<file path="src/rtl/core/swlap_pkg.sv">
// Shared types, digit limits and the seven-segment decode for the stopwatch.
package swlap_pkg;

    localparam int unsigned NUM_DIGITS = 6;
    localparam int unsigned DIGIT_W    = 4;
    localparam int unsigned SEG_W      = 8;
    localparam int unsigned IN_W       = 8;
    localparam int unsigned RES_W      = 56;

    // Key bit positions inside the keys field
    localparam int unsigned KEY_START = 0;
    localparam int unsigned KEY_STOP  = 1;
    localparam int unsigned KEY_LAP   = 2;
    localparam int unsigned KEY_CLEAR = 3;

    // Highest value of each digit, hundredths ones first: HH, SS, MM
    localparam logic [DIGIT_W-1:0] DIGIT_LAST [0:NUM_DIGITS-1] =
        '{4'd9, 4'd9, 4'd9, 4'd5, 4'd9, 4'd5};

    typedef struct packed {
        logic step;
        logic lap;
        logic clear;
        logic show_lap;
    } cell_ctrl_t;

    typedef logic [RES_W-1:0] result_t;

    function automatic logic [SEG_W-1:0] seg_of(input logic [DIGIT_W-1:0] d);
        logic [SEG_W-1:0] s;
        unique case (d)
            4'd0:    s = 8'h3F;
            4'd1:    s = 8'h06;
            4'd2:    s = 8'h5B;
            4'd3:    s = 8'h4F;
            4'd4:    s = 8'h66;
            4'd5:    s = 8'h6D;
            4'd6:    s = 8'h7D;
            4'd7:    s = 8'h07;
            4'd8:    s = 8'h7F;
            4'd9:    s = 8'h6F;
            default: s = 8'h00;
        endcase
        return s;
    endfunction

endpackage

</file>
<file path="src/rtl/core/swlap_digit_cell.sv">
// One BCD digit of live and lap time, with carry to the next digit and segment decode.
module swlap_digit_cell
    import swlap_pkg::*;
(
    input  logic               clk,
    input  logic               rst_n,
    input  cell_ctrl_t         ctrl,
    input  logic [DIGIT_W-1:0] wrap_at,
    input  logic               carry_in,
    output logic               carry_out,
    output logic [SEG_W-1:0]   seg
);

    logic [DIGIT_W-1:0] live_reg, live_next;
    logic [DIGIT_W-1:0] lap_reg, lap_next;
    logic [DIGIT_W-1:0] live_inc;
    logic [DIGIT_W-1:0] disp;
    logic               at_wrap;

    always_comb
    begin
        at_wrap   = (live_reg == wrap_at);
        carry_out = carry_in && at_wrap;
        live_inc  = at_wrap ? '0 : live_reg + DIGIT_W'(1);

        // lap takes the digit from before this beat's tick
        priority if (ctrl.clear)
        begin
            live_next = '0;
            lap_next  = '0;
        end
        else
        begin
            live_next = carry_in ? live_inc : live_reg;
            lap_next  = ctrl.lap ? live_reg : lap_reg;
        end

        disp = ctrl.show_lap ? lap_next : live_next;
        seg  = seg_of(disp);
    end

    always_ff @(posedge clk or negedge rst_n)
    begin
        if (!rst_n)
        begin
            live_reg <= '0;
            lap_reg  <= '0;
        end
        else if (ctrl.step)
        begin
            live_reg <= live_next;
            lap_reg  <= lap_next;
        end
    end

endmodule

</file>
<file path="src/rtl/core/swlap_out_skid.sv">
// Output register with a skid stage so the input side keeps moving while a result waits.
module swlap_out_skid
    import swlap_pkg::*;
(
    input  logic    clk,
    input  logic    rst_n,
    input  logic    in_valid,
    output logic    in_ready,
    input  result_t in_data,
    output logic    out_valid,
    input  logic    out_ready,
    output result_t out_data
);

    logic    out_valid_reg, out_valid_next;
    logic    skid_valid_reg, skid_valid_next;
    result_t out_data_reg, out_data_next;
    result_t skid_data_reg, skid_data_next;
    logic    push;
    logic    take;

    assign in_ready  = !skid_valid_reg;
    assign out_valid = out_valid_reg;
    assign out_data  = out_data_reg;

    always_comb
    begin
        push            = in_valid && !skid_valid_reg;
        take            = out_valid_reg && out_ready;
        out_valid_next  = out_valid_reg;
        out_data_next   = out_data_reg;
        skid_valid_next = skid_valid_reg;
        skid_data_next  = skid_data_reg;

        if (!out_valid_reg || take)
        begin
            if (skid_valid_reg)
            begin
                // drain the skid beat first; no push is possible here
                out_valid_next  = 1'b1;
                out_data_next   = skid_data_reg;
                skid_valid_next = 1'b0;
            end
            else
            begin
                out_valid_next = push;
                out_data_next  = in_data;
            end
        end
        else if (push)
        begin
            skid_valid_next = 1'b1;
            skid_data_next  = in_data;
        end
    end

    always_ff @(posedge clk or negedge rst_n)
    begin
        if (!rst_n)
        begin
            out_valid_reg  <= 1'b0;
            skid_valid_reg <= 1'b0;
        end
        else
        begin
            out_valid_reg  <= out_valid_next;
            skid_valid_reg <= skid_valid_next;
        end
    end

    always_ff @(posedge clk)
    begin
        out_data_reg  <= out_data_next;
        skid_data_reg <= skid_data_next;
    end

endmodule

</file>
<file path="src/rtl/core/stopwatch_lap_seven_segment_top.sv">
// Top level of the MM:SS:HH stopwatch with lap memory and seven-segment output.
//
//  channel | dir | fields (tdata, lowest bit up)
//  s_      | in  | keys[3:0], tick[4], show_lap[5], zero pad [7:6]
//  m_      | out | seg_sec_hun[31:0], seg_min[47:32], is_running[48], zero pad [55:49]
//
// One beat per clock while s_tready is high: every accepted input beat updates the digit
// chain in the same cycle and yields one result beat, held in the output or skid register.
// The tick carry ripples through six digit cells within that cycle.
// Reset clears live time, lap time and the running flag.
// A stalled m_ side fills the skid stage; s_tready drops only while it is full.
module stopwatch_lap_seven_segment_top
    import swlap_pkg::*;
(
    input  logic            clk,
    input  logic            rst_n,
    input  logic            s_tvalid,
    output logic            s_tready,
    input  logic [IN_W-1:0] s_tdata,   // keys[3:0], tick[4], show_lap[5]
    output logic            m_tvalid,
    input  logic            m_tready,
    output result_t         m_tdata    // seg_sec_hun[31:0], seg_min[47:32], is_running[48]
);

    logic               counting_reg, counting_next;
    logic               step;
    logic [3:0]         keys;
    logic               tick;
    cell_ctrl_t         ctrl;
    logic [NUM_DIGITS:0] carry;
    logic [SEG_W-1:0]   seg [0:NUM_DIGITS-1];
    result_t            result;

    assign keys = s_tdata[3:0];
    assign tick = s_tdata[4];
    assign step = s_tvalid && s_tready;

    always_comb
    begin
        priority if (keys[KEY_CLEAR] || keys[KEY_STOP])
            counting_next = 1'b0;
        else if (keys[KEY_START])
            counting_next = 1'b1;
        else
            counting_next = counting_reg;

        ctrl.step     = step;
        ctrl.lap      = keys[KEY_LAP];
        ctrl.clear    = keys[KEY_CLEAR];
        ctrl.show_lap = s_tdata[5];
    end

    // a start press drops this beat's tick
    assign carry[0] = step && counting_next && tick && !keys[KEY_START];

    always_ff @(posedge clk or negedge rst_n)
    begin
        if (!rst_n)
            counting_reg <= 1'b0;
        else if (step)
            counting_reg <= counting_next;
    end

    for (genvar i = 0; i < NUM_DIGITS; i++)
    begin : g_digit
        swlap_digit_cell u_cell (
            .clk       (clk),
            .rst_n     (rst_n),
            .ctrl      (ctrl),
            .wrap_at   (DIGIT_LAST[i]),
            .carry_in  (carry[i]),
            .carry_out (carry[i+1]),
            .seg       (seg[i])
        );
    end

    assign result = {7'd0, counting_next,
                     seg[5], seg[4], seg[3], seg[2], seg[1], seg[0]};

    swlap_out_skid u_out (
        .clk       (clk),
        .rst_n     (rst_n),
        .in_valid  (step),
        .in_ready  (s_tready),
        .in_data   (result),
        .out_valid (m_tvalid),
        .out_ready (m_tready),
        .out_data  (m_tdata)
    );

endmodule

</file>
<file path="config.mk">
export PLATFORM = sky130hd
export DESIGN_NAME = stopwatch_lap_seven_segment_top
export DESIGN_NICKNAME = d
export VERILOG_FILES = /design/src/rtl/core/swlap_pkg.sv /design/src/rtl/core/swlap_digit_cell.sv /design/src/rtl/core/swlap_out_skid.sv /design/src/rtl/core/stopwatch_lap_seven_segment_top.sv
export SDC_FILE = /design/constraint.sdc
export NUM_CORES = 1
export LEC_CHECK = 0
export BUFFER_PORTS_ARGS = -buffer_cell sky130_fd_sc_hd__buf_2
export CAP_MARGIN = 20
export CORE_UTILIZATION = 45
export CTS_CLUSTER_SIZE = 20
export DETAILED_ROUTE_END_ITERATION = 10
export PLACE_DENSITY_LB_ADDON = 0.3
export RECOVER_POWER = 50
export REMOVE_ABC_BUFFERS = 1
export SETUP_SLACK_MARGIN = 0.02
export SLEW_MARGIN = 30
export SYNTH_ARGS = -nofsm -noshare
export SYNTH_HDL_FRONTEND = slang
export SYNTH_SLANG_ARGS = --single-unit
export TNS_END_PERCENT = 100
</file>
<file path="constraint.sdc">
create_clock -name clk -period 5.21 [get_ports clk]
set_input_delay 1.042 -clock clk [delete_from_list [all_inputs] [get_ports clk]]
set_output_delay 1.042 -clock clk [all_outputs]
set_load 0.02 [all_outputs]
</file>
Yosys cells after proc, flatten, opt, wreduce, memory -nomap -nowiden
Memory sizes are Yosys's and may differ from the RTL's.
Index checks and enable logic that the tools add are counted.

storage, ports and cells
  register bits = 149
  memory bits (read-only) = 672
  input bits = 12
  output and inout bits = 58
  word-level logic and storage cells = 96
  memories kept = 6

memories
  name              depth  bits a word  rd ports  clocked after Yosys merged registers in  write ports  line             text
  (name not given)  16     7            1         0                                        0            swlap_pkg.sv:31  unique case (d)
  (name not given)  16     7            1         0                                        0            swlap_pkg.sv:31
  (name not given)  16     7            1         0                                        0            swlap_pkg.sv:31
  (name not given)  16     7            1         0                                        0            swlap_pkg.sv:31
  (name not given)  16     7            1         0                                        0            swlap_pkg.sv:31
  (name not given)  16     7            1         0                                        0            swlap_pkg.sv:31

cells by class
  add/sub/neg operators = 6
  equal/unequal tests = 6
  mux-type cells = 42
  bitwise logic cells = 1
  reduce and logical (&&, ||, !) cells = 18

operators with widths
  cell                 count
  $mux 4               36
  $mux 49              1
  $add 4x1->4 const B  6
  $eq 4x4->1 const B   4
  $logic_and 1x1->1    11
  $eq 4x3->1 const B   2
  $mux 1               5
  $logic_not 1->1      3
  $logic_or 1x1->1     2
  $reduce_and 2->1     1
  $reduce_bool 2->1    1
  $not 1->1            1

Logic depth before layout (Yosys ltp)
An unclocked memory read counts as a cell.

  word-level depth = 15
  mapped depth = 15
  depth with buffers taken out = 12

Cells and area by module
A second synthesis with hierarchy kept.

second synthesis, totals
  cells, all modules = 864
  area, all modules = 10134.7 sq um

by module, submodules not included
  module                                     times used  cells an instance  area each (sq um)
  swlap_out_skid                             1           183                4152.7
  swlap_digit_cell at g_digit[2].u_cell ...  2           113                985.9
  swlap_digit_cell at g_digit[1].u_cell      1           108                999.7
  swlap_digit_cell at g_digit[0].u_cell      1           115                992.2
  swlap_digit_cell at g_digit[5].u_cell      1           113                969.7
  swlap_digit_cell at g_digit[4].u_cell      1           108                958.4
  stopwatch_lap_seven_segment_top            1           11                 90.1

Worst setup path before layout
Ideal clock, no wire load.

  path type = input-to-reg
  start point = input port m_tready
  end point = register u_out.skid_data_reg[0], enable pin
  arrival = 4087 ps
  slack = 680 ps
  stages on the path = 2
  cell sequence = nand2b_1 nor2_1

between the ends
  longest elaborated chain between the ends = 4

RTL lines
  what                               line                                   text
  start: declaration                 stopwatch_lap_seven_segment_top.sv:21  input logic m_tready,
  $logic_and 1x1->1                  swlap_out_skid.sv:29                   take = out_valid_reg && out_ready;
  $logic_or 1x1->1                   swlap_out_skid.sv:35                   if (!out_valid_reg || take)
  $not 1->1 (no source line)         --
  $reduce_and 2->1 (no source line)  --
  end signal: assignment             swlap_out_skid.sv:74                   skid_data_reg <= skid_data_next;
  end: declaration                   swlap_out_skid.sv:18                   result_t skid_data_reg, skid_data_next;

Every way passes these cells.
A chain may end at the register's enable or synchronous reset.

Worst setup path after layout
  start point = input port s_tvalid
  end point = register u_out.skid_data_reg[14], enable pin

between the ends
  longest elaborated chain between the ends = 3

RTL lines
  what                               line                                   text
  start: declaration                 stopwatch_lap_seven_segment_top.sv:17  input logic s_tvalid,
  $logic_and 1x1->1                  stopwatch_lap_seven_segment_top.sv:36  assign step = s_tvalid && s_tready;
  $logic_and 1x1->1                  swlap_out_skid.sv:28                   push = in_valid && !skid_valid_reg;
  $reduce_and 2->1 (no source line)  --

Every way passes these cells.

==> impl_metrics.sql <==
INSERT INTO impl_metrics (metric_group, metric, value, unit) VALUES
('grt', 'grt_most_used_layer', 'met2', ''),
('route', 'routedWlPerCell', '16.3', 'um'),
('synth', 'synthDistinctLibCells', '75', ''),
('cells_and_area', 'finalNetCount', '902', ''),
('setup_path', 'startpoint_type', 'input pin', ''),
('timing', 'slew_headroom', '-92.9', '%'),
('setup_path', 'cp.arrival', '4380', 'ps'),
('hold_path', 'worst_hold_startpoint', 'g_digit[0].u_cell.lap_reg[2]', ''),
('timing', 'slew_violations', '151', ''),
('route', 'dr_total_vias', '6230', ''),
('hold_path', 'hold_path_sink', 'g_digit[0].u_cell.lap_reg[2]', ''),
('timing', 'setup_total_negative_slack', '0', 'ps'),
('hold_path', 'worstHoldPathCells', '2', ''),
('power_and_ir_drop', 'power_per_cell_area', '324', 'mW/mm2'),
('flow_run', 'cap_violations', '4', ''),
('synth', 'ys_async_rst_share', '37.2', '%'),
('setup_path', 'ff2ff_setup_slack', '920', 'ps'),
('cells_and_area', 'finalNonFillerCells', '1097', ''),
('grt', 'overall_overflow_remaining_after_global_route', '0', ''),
('route', 'detail_route.drc_violations', '0', ''),
('synth', 'synth_warnings', '0', ''),
('grt', 'grt_util_all_layers', '20.4', '%'),
('synth', 'avgSynthCellArea', '10.0', 'um2'),
('setup_path', 'worst_r2r_startpoint', 'u_out.skid_valid_reg', ''),
('floorplan', 'die-area', '0.0188', 'mm2'),
('setup_path', 'reg2regPathDepth', '5', ''),
('synth', 'number_of_synthesized_flops_with_an_enable_pin', '86', ''),
('clock_network', 'cts_max_path_buffers', '2', ''),
('status', 'outcome', 'finished, violations left', ''),
('synth', 'postSynthRegisterBits', '137', ''),
('clock_network', 'insertion_delay', '430', 'ps'),
('setup_path', 'worst-endpoint-required', '5290', 'ps'),
('route', 'detailedRoute.firstIterationViolations', '450', ''),
('timing', 'final_min_period_over_clock_period', '82.4', '%'),
('route', 'antenna_violating_nets_post_route', '0', ''),
('clock_network', 'cts_made_buffers', '17', ''),
('synth', 'yosysTopAreaCellShare', '31.4', '%'),
('timing', 'fin_ws', '914', 'ps'),
('timing', 'grt_setup_unrepaired', 'false', ''),
('clock_network', 'cts-hold-fix-buffers', '0', ''),
('clock_network', 'clk_root_buffer_cell', 'sky130_fd_sc_hd__clkbuf_16', ''),
('clock_network', 'clk_transition_reported_paths', '60', 'ps'),
('clock_network', 'cts.repair.resized', '0', ''),
('clock_network', 'postCtsSetupRepairBufs', '0', ''),
('clock_network', 'cts_num_sinks', '137', ''),
('setup_path', 'timing_worst_setup_path_type', 'in -> reg', ''),
('grt', 'grt_pass1_vias', '5789', ''),
('synth', 'synthesis.instances', '820', ''),
('status', 'failed_checks', 'max-capacitance violations, max-slew violations', ''),
('synth', 'synth.yosys.seq_area_share', '46.9', '%'),
('grt', 'gr-usage-met1', '26.2', '%'),
('setup_path', 'worst_setup_path_end_kind', 'flop', ''),
('synth', 'syn-cell-area', '0.00823', 'mm2'),
('grt', 'met2_usage', '33.7', '%'),
('grt', 'grt_first_pass_wirelength', '29.3', 'mm'),
('setup_path', 'timing.critical_path.fanout_max', '33', ''),
('grt', 'grt_antenna_before_repair', '1', ''),
('synth', 'synth.area.top_cells', 'sky130_fd_sc_hd__edfxtp_1 31%, sky130_fd_sc_hd__dfrtp_1 16%, sky130_fd_sc_hd__ha_1 5.5%', ''),
('timing', 'final_hold_viol_count', '0', ''),
('floorplan', 'std_cell_rows', '49', ''),
('route', 'first_pass_iters', '5', ''),
('place', 'gpl.final_weighted_congestion', '0.844', ''),
('place', 'port_buffers', '54', ''),
('route', 'drt_wl_total', '17.8', 'mm'),
('timing', 'period_minus_slack', '4300', 'ps'),
('timing', 'clock_skew', '7.33', 'ps'),
('floorplan', 'start_util', '45.8', '%'),
('power_and_ir_drop', 'vdd_drop_max', '0.000197', 'V'),
('setup_path', 'startpoint', 's_tvalid', ''),
('grt', 'gr_layer_usage_met3', '4.42', '%'),
('floorplan', 'dieWidth', '137', 'um');
Yosys cell counts, drive strengths merged, types with 9 or more instances:
library cell / instances
mux2i: 11
buf: 20
edfxtp: 86
mux2: 37
ha: 36
o31ai: 10
and2: 10
clkbuf: 47
dfrtp: 51
inv: 34
a31oi: 11
nand2: 93
nor3: 9
nor2: 34
nor2b: 32
nand2b: 9
a21oi: 62
o21ai: 79
nand3: 21
a21o: 11
through the flow:
stage / instance area [um2] / power [W] / utilization [%]
6_report: 9120 / 0.00295 / 50.8
5_1_grt: 9110 / 0.00308 / 50.7
4_1_cts: 9200 / 0.00299 / 51.2
3_5_place_dp: 8630 / 0.00180 / 48.0
3_3_place_gp: 8630 / 0.00179 / 48.0
2_1_floorplan: 7940 / 0.00164 / -
cells in the final DEF (no fill, tap or decap), drive strengths merged, types with 13 or more instances in the layout:
| cell | count |
|---|---|
| edfxtp | 86 |
| nor2b | 32 |
| a21oi | 62 |
| inv | 36 |
| mux2 | 37 |
| dfrtp | 51 |
| conb | 13 |
| buf | 20 |
| nor2 | 34 |
| clkbuf | 67 |
| o21ai | 79 |
| nand2 | 93 |
| ha | 36 |
| nand3 | 21 |
routing by layer:
metal	wire length, um	vias to the layer above
met2	8320	169
met5	0	-
met4	300	0
li1	-	3020
met3	928	33
met1	8290	3008
final cells by class:
| type | instances | area, um2 |
|---|---|---|
| diodes | 1 | 2.50 |
| clock inverters | 15 | 151 |
| clock buffers | 17 | 425 |
| inverters | 34 | 128 |
| repair buffers | 70 | 315 |
| fillers | 1622 | 8850 |
| well taps | 229 | 287 |
| multi-input cells | 594 | 3950 |
| flip-flops and latches | 137 | 3860 |
where the power goes:
| group | internal, W | switching (W) |
|---|---|---|
| combinational | 0.000158 | 0.000294 |
| clock | 0.000703 | 0.000479 |
| sequential | 0.00126 | 0.0000531 |
| total | 0.00212 | 0.000825 |
critical path: stages:
cell	delay, ps
sky130_fd_sc_hd__buf_2	130
sky130_fd_sc_hd__nand2_1	230
sky130_fd_sc_hd__clkbuf_1	710
sky130_fd_sc_hd__nor2_1	1660
sky130_fd_sc_hd__buf_4	570
logic make-up after synthesis:
group | Yosys count | share of synthesized area (%)
AO/OA/AOI/OAI | 234 | 18.2
XOR/XNOR | 5 | 0.532
adder cells (fa/ha/maj) | 36 | 5.48
buffers and inverters | 101 | 5.58
flip-flops | 137 | 46.9
multiplexers | 48 | 6.54
other | 1 | 0.0456
AND/OR/NAND/NOR | 258 | 16.7
worst max path at each step:
stage | end | slack, ps
floorplan | u_out.skid_data_reg[0] | 680
global placement | u_out.out_data[30] | 820
finish | u_out.skid_data_reg[14] | 910
CTS | u_out.out_data[30] | 1220
detailed placement | u_out.out_data[30] | 820
global route | u_out.skid_data_reg[5] | 540
Note: power is estimated with default switching activity, not from simulation.
